`src/rtl/core/wss_pkg.sv`:
```
// Shared types for the work-stealing task scheduler.
// Controller state encoding plus the command and status bundles
// between the controller and the datapath. No dependencies.
package wss_pkg;

	typedef enum logic [6:0] {
		ST_IDLE      = 7'b0000001,
		ST_PUSH      = 7'b0000010,
		ST_STEAL_CHK = 7'b0000100,
		ST_STEAL_WR  = 7'b0001000,
		ST_WORK_CHK  = 7'b0010000,
		ST_WORK_UPD  = 7'b0100000,
		ST_EMIT      = 7'b1000000
	} state_t;

	typedef struct packed {
		logic latch;      // capture the incoming tick
		logic push;       // append the new task
		logic steal_rd;   // pop victim rear, read its entry
		logic steal_wr;   // append stolen entry to current worker
		logic work_rd;    // read current worker front entry
		logic work_upd;   // apply one step to the front task
		logic work_idle;  // record an idle row
		logic emit;       // present current worker row
	} cmd_t;

	typedef struct packed {
		logic steal_need; // current worker empty and a victim exists
		logic active;     // current worker holds tasks
	} status_t;

	localparam int ID_W    = 16;
	localparam int TIME_W  = 4;
	localparam int ENTRY_W = ID_W + TIME_W;

endpackage

```
`src/rtl/core/wss_ctrl.sv`:
```
// Sequencer for the scheduler: walks the workers through the push,
// steal, work and row output phases of one tick.
// Depends on wss_pkg.
module wss_ctrl #(
	parameter int NUM_WORKERS = 3,
	parameter int WW = 2
) (
	input  logic             clk,
	input  logic             arst_n,
	input  logic             start,
	output logic             busy,
	input  wss_pkg::status_t st,
	output wss_pkg::cmd_t    cmd,
	output logic [WW-1:0]    widx
);
	import wss_pkg::*;

	state_t        state_q, state_d;
	logic [WW-1:0] widx_q, widx_d;
	logic          last_w;

	assign last_w = (widx_q == WW'(NUM_WORKERS - 1));
	assign busy   = (state_q != ST_IDLE);
	assign widx   = widx_q;

	always_comb begin
		state_d = state_q;
		widx_d  = widx_q;
		cmd     = '0;
		case (state_q)
			ST_IDLE: begin
				if (start) begin
					cmd.latch = 1'b1;
					state_d   = ST_PUSH;
				end
			end
			ST_PUSH: begin
				cmd.push = 1'b1;
				widx_d   = '0;
				state_d  = ST_STEAL_CHK;
			end
			ST_STEAL_CHK: begin
				if (st.steal_need) begin
					cmd.steal_rd = 1'b1;
					state_d      = ST_STEAL_WR;
				end else if (last_w) begin
					widx_d  = '0;
					state_d = ST_WORK_CHK;
				end else begin
					widx_d = widx_q + 1'b1;
				end
			end
			ST_STEAL_WR: begin
				cmd.steal_wr = 1'b1;
				if (last_w) begin
					widx_d  = '0;
					state_d = ST_WORK_CHK;
				end else begin
					widx_d  = widx_q + 1'b1;
					state_d = ST_STEAL_CHK;
				end
			end
			ST_WORK_CHK: begin
				if (st.active) begin
					cmd.work_rd = 1'b1;
					state_d     = ST_WORK_UPD;
				end else begin
					cmd.work_idle = 1'b1;
					if (last_w) begin
						widx_d  = '0;
						state_d = ST_EMIT;
					end else begin
						widx_d = widx_q + 1'b1;
					end
				end
			end
			ST_WORK_UPD: begin
				cmd.work_upd = 1'b1;
				if (last_w) begin
					widx_d  = '0;
					state_d = ST_EMIT;
				end else begin
					widx_d  = widx_q + 1'b1;
					state_d = ST_WORK_CHK;
				end
			end
			ST_EMIT: begin
				cmd.emit = 1'b1;
				if (last_w) begin
					widx_d  = '0;
					state_d = ST_IDLE;
				end else begin
					widx_d = widx_q + 1'b1;
				end
			end
			default: begin
				state_d = ST_IDLE;
				widx_d  = '0;
			end
		endcase
	end

	always_ff @(posedge clk or negedge arst_n) begin
		if (!arst_n) begin
			state_q <= ST_IDLE;
			widx_q  <= '0;
		end else begin
			state_q <= state_d;
			widx_q  <= widx_d;
		end
	end

endmodule

```
`config.mk`:
```
export PLATFORM = sky130hd
export DESIGN_NAME = wss_ctrl
export DESIGN_NICKNAME = d
export VERILOG_FILES = /design/src/rtl/core/wss_pkg.sv /design/src/rtl/core/wss_ctrl.sv
export SDC_FILE = /design/constraint.sdc
export NUM_CORES = 1
export LEC_CHECK = 0
export BUFFER_PORTS_ARGS = -buffer_cell sky130_fd_sc_hd__buf_2
export CAP_MARGIN = 20
export CORE_UTILIZATION = 56
export CTS_CLUSTER_SIZE = 8
export DETAILED_ROUTE_END_ITERATION = 6
export GPL_ROUTABILITY_DRIVEN = 0
export PLACE_DENSITY = 0.9
export SLEW_MARGIN = 0
export SYNTH_ARGS = -nofsm -noshare
export SYNTH_HDL_FRONTEND = slang
export SYNTH_SLANG_ARGS = --single-unit
```
`constraint.sdc`:
```
create_clock -name clk -period 3.7 [get_ports clk]
set_input_delay 0.185 -clock clk [delete_from_list [all_inputs] [get_ports clk]]
set_output_delay 0.185 -clock clk [all_outputs]
set_load 0.01 [all_outputs]
```
; ---- Word-level counts from Yosys, hierarchy flattened
; Cells that the tools add are included.
[totals]
reg_bits = 9
inputBits = 5
output_inout_bits = 11
wordCells = 47
[classes]
n_addsub = 1
eq_ne = 15
mux = 25
bitwise = 1
reduce_logical = 3
[ops]
columns = op, count
row1 = 7-bit 2-to-1 mux, 7
row2 = 7-bit one-hot mux with 7 select lines, 1
row3 = 1-bit 2-to-1 mux, 12
row4 = "2-bit != test, second input constant", 4
row5 = 2-bit one-hot mux with 4 select lines, 1
row6 = "7-bit by 1-bit == test with 1-bit output, second input constant", 1
row7 = "7-bit by 2-bit == test with 1-bit output, second input constant", 1
row8 = "7-bit by 3-bit == test with 1-bit output, second input constant", 1
row9 = "7-bit by 4-bit == test with 1-bit output, second input constant", 1
row10 = "7-bit by 5-bit == test with 1-bit output, second input constant", 1
row11 = "7-bit by 6-bit == test with 1-bit output, second input constant", 1
row12 = "7-bit == test, second input constant", 1
row13 = "7-bit by 1-bit != test with 1-bit output, second input constant", 1
row14 = 2-bit 2-to-1 mux, 3
row15 = "3-bit != test, second input constant", 2
row16 = 5-bit 2-to-1 mux, 1
row17 = 4-bit AND reduction, 1
row18 = 3-bit AND reduction, 1
row19 = 3-bit OR reduction, 1
row20 = "2-bit by 1-bit adder with 2-bit output, second input constant", 1
row21 = "2-bit == test, second input constant", 1
row22 = 1-bit NOT, 1

; ---- Longest topological paths before layout
[depth]
ltp_word = 4
depth_mapped = 7

; ---- Worst setup path before layout
; OpenSTA, ideal clock, no wires.
[synth_timing]
path_kind = reg-to-output
from = reg state_q[6]
to = out cmd[7] (netlist bit)
t_arrival_ps = 1352
required_ps = 3515
path_slack_ps = 2163
path_stages_with_launch = 7
cell_sequence = dfrtp_1 > buf_2 > nor3_2 > nand3_1 > or2_0 > clkbuf_1 > nor2_1
[synth_rtl]
columns = item, line
row1 = from (decl), wss_ctrl.sv:18  ; state_t state_q, state_d;
row2 = from (signal assigned), wss_ctrl.sv:108  ; state_q <= state_d;
row3 = to (decl), wss_ctrl.sv:13  ; output wss_pkg::cmd_t cmd,

==> flow_summary.yaml <==
run_status:
  run_status: "finished, final reports clean"
power:
  internal_power_uw: 292
  power.switching_uw: 248
  seq_power_share_pct: 35.9
  p_clk_share_pct: 14.5
  leakage_nw: 0.404
  p_per_area_nw_per_um2: 645
  pwr-share-comb_pct: 49.5
  swShare_pct: 45.9
  vdd_drop_max_uv: 441
logic_synthesis:
  seq_area_frac_synth_pct: 30.0
  ys_ff_latch: 9
  synth-async-reset-ratio_pct: 100
  yosysWarningCount: 0
  syn_nets: 101
  avgSynthCellArea_sq_um: 7.86
  synth_cell_types: 36
  synth-edff-count: 0
  synth_area_sq_um: 754
  syn_inst: 96
  ys.flop_type: "dfrtp_1"
global_route:
  grt_max_degree: 16
  grt_pass1_wl_um: 2520
  grt_pass1_vias: 560
  grt.overflow.total: 0
  track_usage_pct: 24.9
  antenna_found_initial: 0
worst_setup_path:
  critPathKind: "flip-flop to primary output"
  path_max_fanout: 13
  critPathSlowestCell: "dfrtp_1"
  path_common_cell: "nor2_1"
  max_stage_delay_ns: 0.53
  cp.buffers_inverters: 1
  rr_startpoint: "state_q[4]"
  ff2ff_path_depth: 5
  required_ns: 3.51
  worst_r2r_endpoint: "state_q[6]"
  path_cells: "nor2_1 > nand3_1 > or2_0 > nor2_1 > buf_2"
  crit_end: "cmd[7]"
  setup.worst_path.end_class: "primary output"
  rrSetupSlack_ns: 1.98
  startpoint: "state_q[4]"
  path_depth: 5
  cp.arrival_ns: 1.81
  cp_top_family: "simple AND/OR/NAND/NOR gates"
  crit_path_start_kind: "flip-flop"
clock_tree:
  cts_buffer_depth: 2
  clk_pin_slew_worst_paths_ns: 0.07
  cts_made_buffers: 3
  htreeDepth: 1
  cts_sinks: 9
  cts_tree: "built"
  worstSkewPairLatency_ns: 0.26
  cts-root-buf: "clkbuf_4"
detailed_routing:
  firstDrtPassIters: 4
  wl_met2_um: 669
  ant_nets: 0
  drt_wl_total_um: 1570
  vias_per_cell: 6.00
  drc: 0
  wl_per_cell_um: 12.9
  dr.max_layer_used: "met4"
  route.met3.wl_um: 75
  dr_total_vias: 732
  drt_iter0_markers: 28
  met1Wirelength_um: 764
cells_and_area:
  final_cell_area_sq_um: 837
  fin_cells: 122
  fillCellCount: 96
  insertedDiodeCount: 0
  area_delta_synth_final_pct: 10.9
  drive_above_1_share_pct: 23.1
  post-route-util_pct: 71.5
  nets: 114
floorplan:
  floorplan.initialDensity_pct: 64.4
  io_pins: 16
  dieArea_sq_um: 1500
  row_count: 12
  core-area_sq_um: 1170
  die_y_um: 38.7
  die_x_um: 38.7
sta:
  slew-limit-headroom_pct: 66.8
  hold_slack_ns: 0.200
  setup_viol: 0
  skew_ns: 0.00921
  tightestPinTransition_ns: 0.498
  rsz0062_at_grt: "false"
  finalHoldViolCount: 0
  min_period_ns: 1.99
  fin_crit_sh_pct: 53.8
  fmax_mhz: 502
  tns_ns: 0
  slew_violations: 0
placement:
  dpl.cell_count: 117
  hpwl_um: 1150
  portBuffers: 15
  dpl_cell_area_sq_um: 801
job:
  maxCapViolations: 0
hold_path:
  hold_path.class: "input port to flip-flop"
worst min path at each step:
stage           start          to  slack [ns]  cells after the start
2_1_floorplan  arst_n  state_q[1]       -0.11                      0
3_3_place_gp   arst_n  state_q[3]        0.05                      1
3_5_place_dp   arst_n  state_q[6]        0.05                      1
4_1_cts         start  state_q[1]        0.19                      3
5_1_grt         start  state_q[1]        0.20                      3
6_report        start  state_q[1]        0.20                      3
placed cells by master, fill, tap and decap left out, types with 2 or more instances in the layout:
| master | n |
|---|---|
| a2bb2oi_1 | 2 |
| buf_2 | 15 |
| clkbuf_4 | 3 |
| dfrtp_1 | 8 |
| inv_1 | 2 |
| nand2_1 | 8 |
| nand2b_1 | 4 |
| nand3_1 | 3 |
| nand3b_1 | 2 |
| nor2_1 | 12 |
| nor2b_1 | 3 |
| nor3_1 | 7 |
| nor3_2 | 2 |
| nor3b_1 | 2 |
| nor4_1 | 3 |
| o211ai_1 | 2 |
| o21ai_0 | 9 |
| xor2_1 | 3 |
cell type report:
type                            count  area, sq um  share of cell area [%]
Timing Repair Buffer               16         85.1                    10.2
Clock buffer                        4         26.3                    3.14
Sequential cell                     9          226                    27.1
Inverter                            2         7.51                   0.897
Tap cell                           14         17.5                    2.09
Multi-Input combinational cell     77          474                    56.7
layer usage:
layer / global-route usage [%] / vias up
li1: - / 365
met1: 36.7 / 330
met2: 33.8 / 28
met3: 3.47 / 9
met4: 14.7 / 0
met5: 0 / -
power by group through the flow:
stage / logic, mW / registers, mW / clock network [mW]
finish: 0.267 / 0.194 / 0.0785
global placement: 0.259 / 0.195 / 0
CTS: 0.267 / 0.193 / 0.0805
floorplan: 0.249 / 0.156 / 0
global route: 0.301 / 0.203 / 0.0848
detailed placement: 0.265 / 0.195 / 0
worst register-to-register path, delay by kind of cell, from the launching register on:
family,cells,cell delay (ns)
multiplexers,1,0.33
flip-flops,1,0.53
AND/OR/NAND/NOR,3,0.57
AO/OA/AOI/OAI,1,0.18
registers in the layout, summed over array words and instances, names as in the netlist:
name,cells
state_q,7
widx,2
cells in the mapped netlist, types with 2 or more instances:
| cell type | instances | area share (%) |
|---|---|---|
| nor4_1 | 3 | 2.5 |
| nor3b_1 | 2 | 2.0 |
| nand3_1 | 3 | 2.0 |
| xor2_1 | 3 | 3.5 |
| nand2b_1 | 4 | 3.3 |
| o211ai_1 | 2 | 2.0 |
| nor3_2 | 2 | 2.7 |
| nor2_1 | 12 | 6.0 |
| clkbuf_1 | 2 | 1.0 |
| nand3b_1 | 2 | 2.0 |
| nor2b_1 | 3 | 2.5 |
| dfrtp_1 | 8 | 27 |
| buf_2 | 4 | 2.7 |
| nand2_1 | 8 | 4.0 |
| a2bb2oi_1 | 2 | 2.3 |
| inv_1 | 2 | 1.0 |
| o21ai_0 | 9 | 6.0 |
| nor3_1 | 7 | 4.6 |
what timing repair did:
item / 4_1_cts / 5_1_grt
buffers inserted: 0 / 0
hold buffers: 1 / 0
hold endpoints to repair: 8 / 0
endpoints found under the setup margin: 0 / 0
resized for setup: 0 / 0
per-stage QoR:
step | worst slack, ns | power, mW
6_report | 1.71 | 0.540
5_1_grt | 1.55 | 0.589
3_5_place_dp | 1.99 | 0.460
3_3_place_gp | 2.05 | 0.454
4_1_cts | 1.70 | 0.540
2_1_floorplan | 2.16 | 0.405
cell families after synthesis:
logic type | count (synthesis) | synth area share (%)
simple gates | 53 | 39.6
xor+xnor | 3 | 3.48
buf+inv | 10 | 7.13
flops | 9 | 30.0
compound gates | 20 | 18.2
mux | 1 | 1.49
No activity file was read; power rests on OpenSTA's default activity.
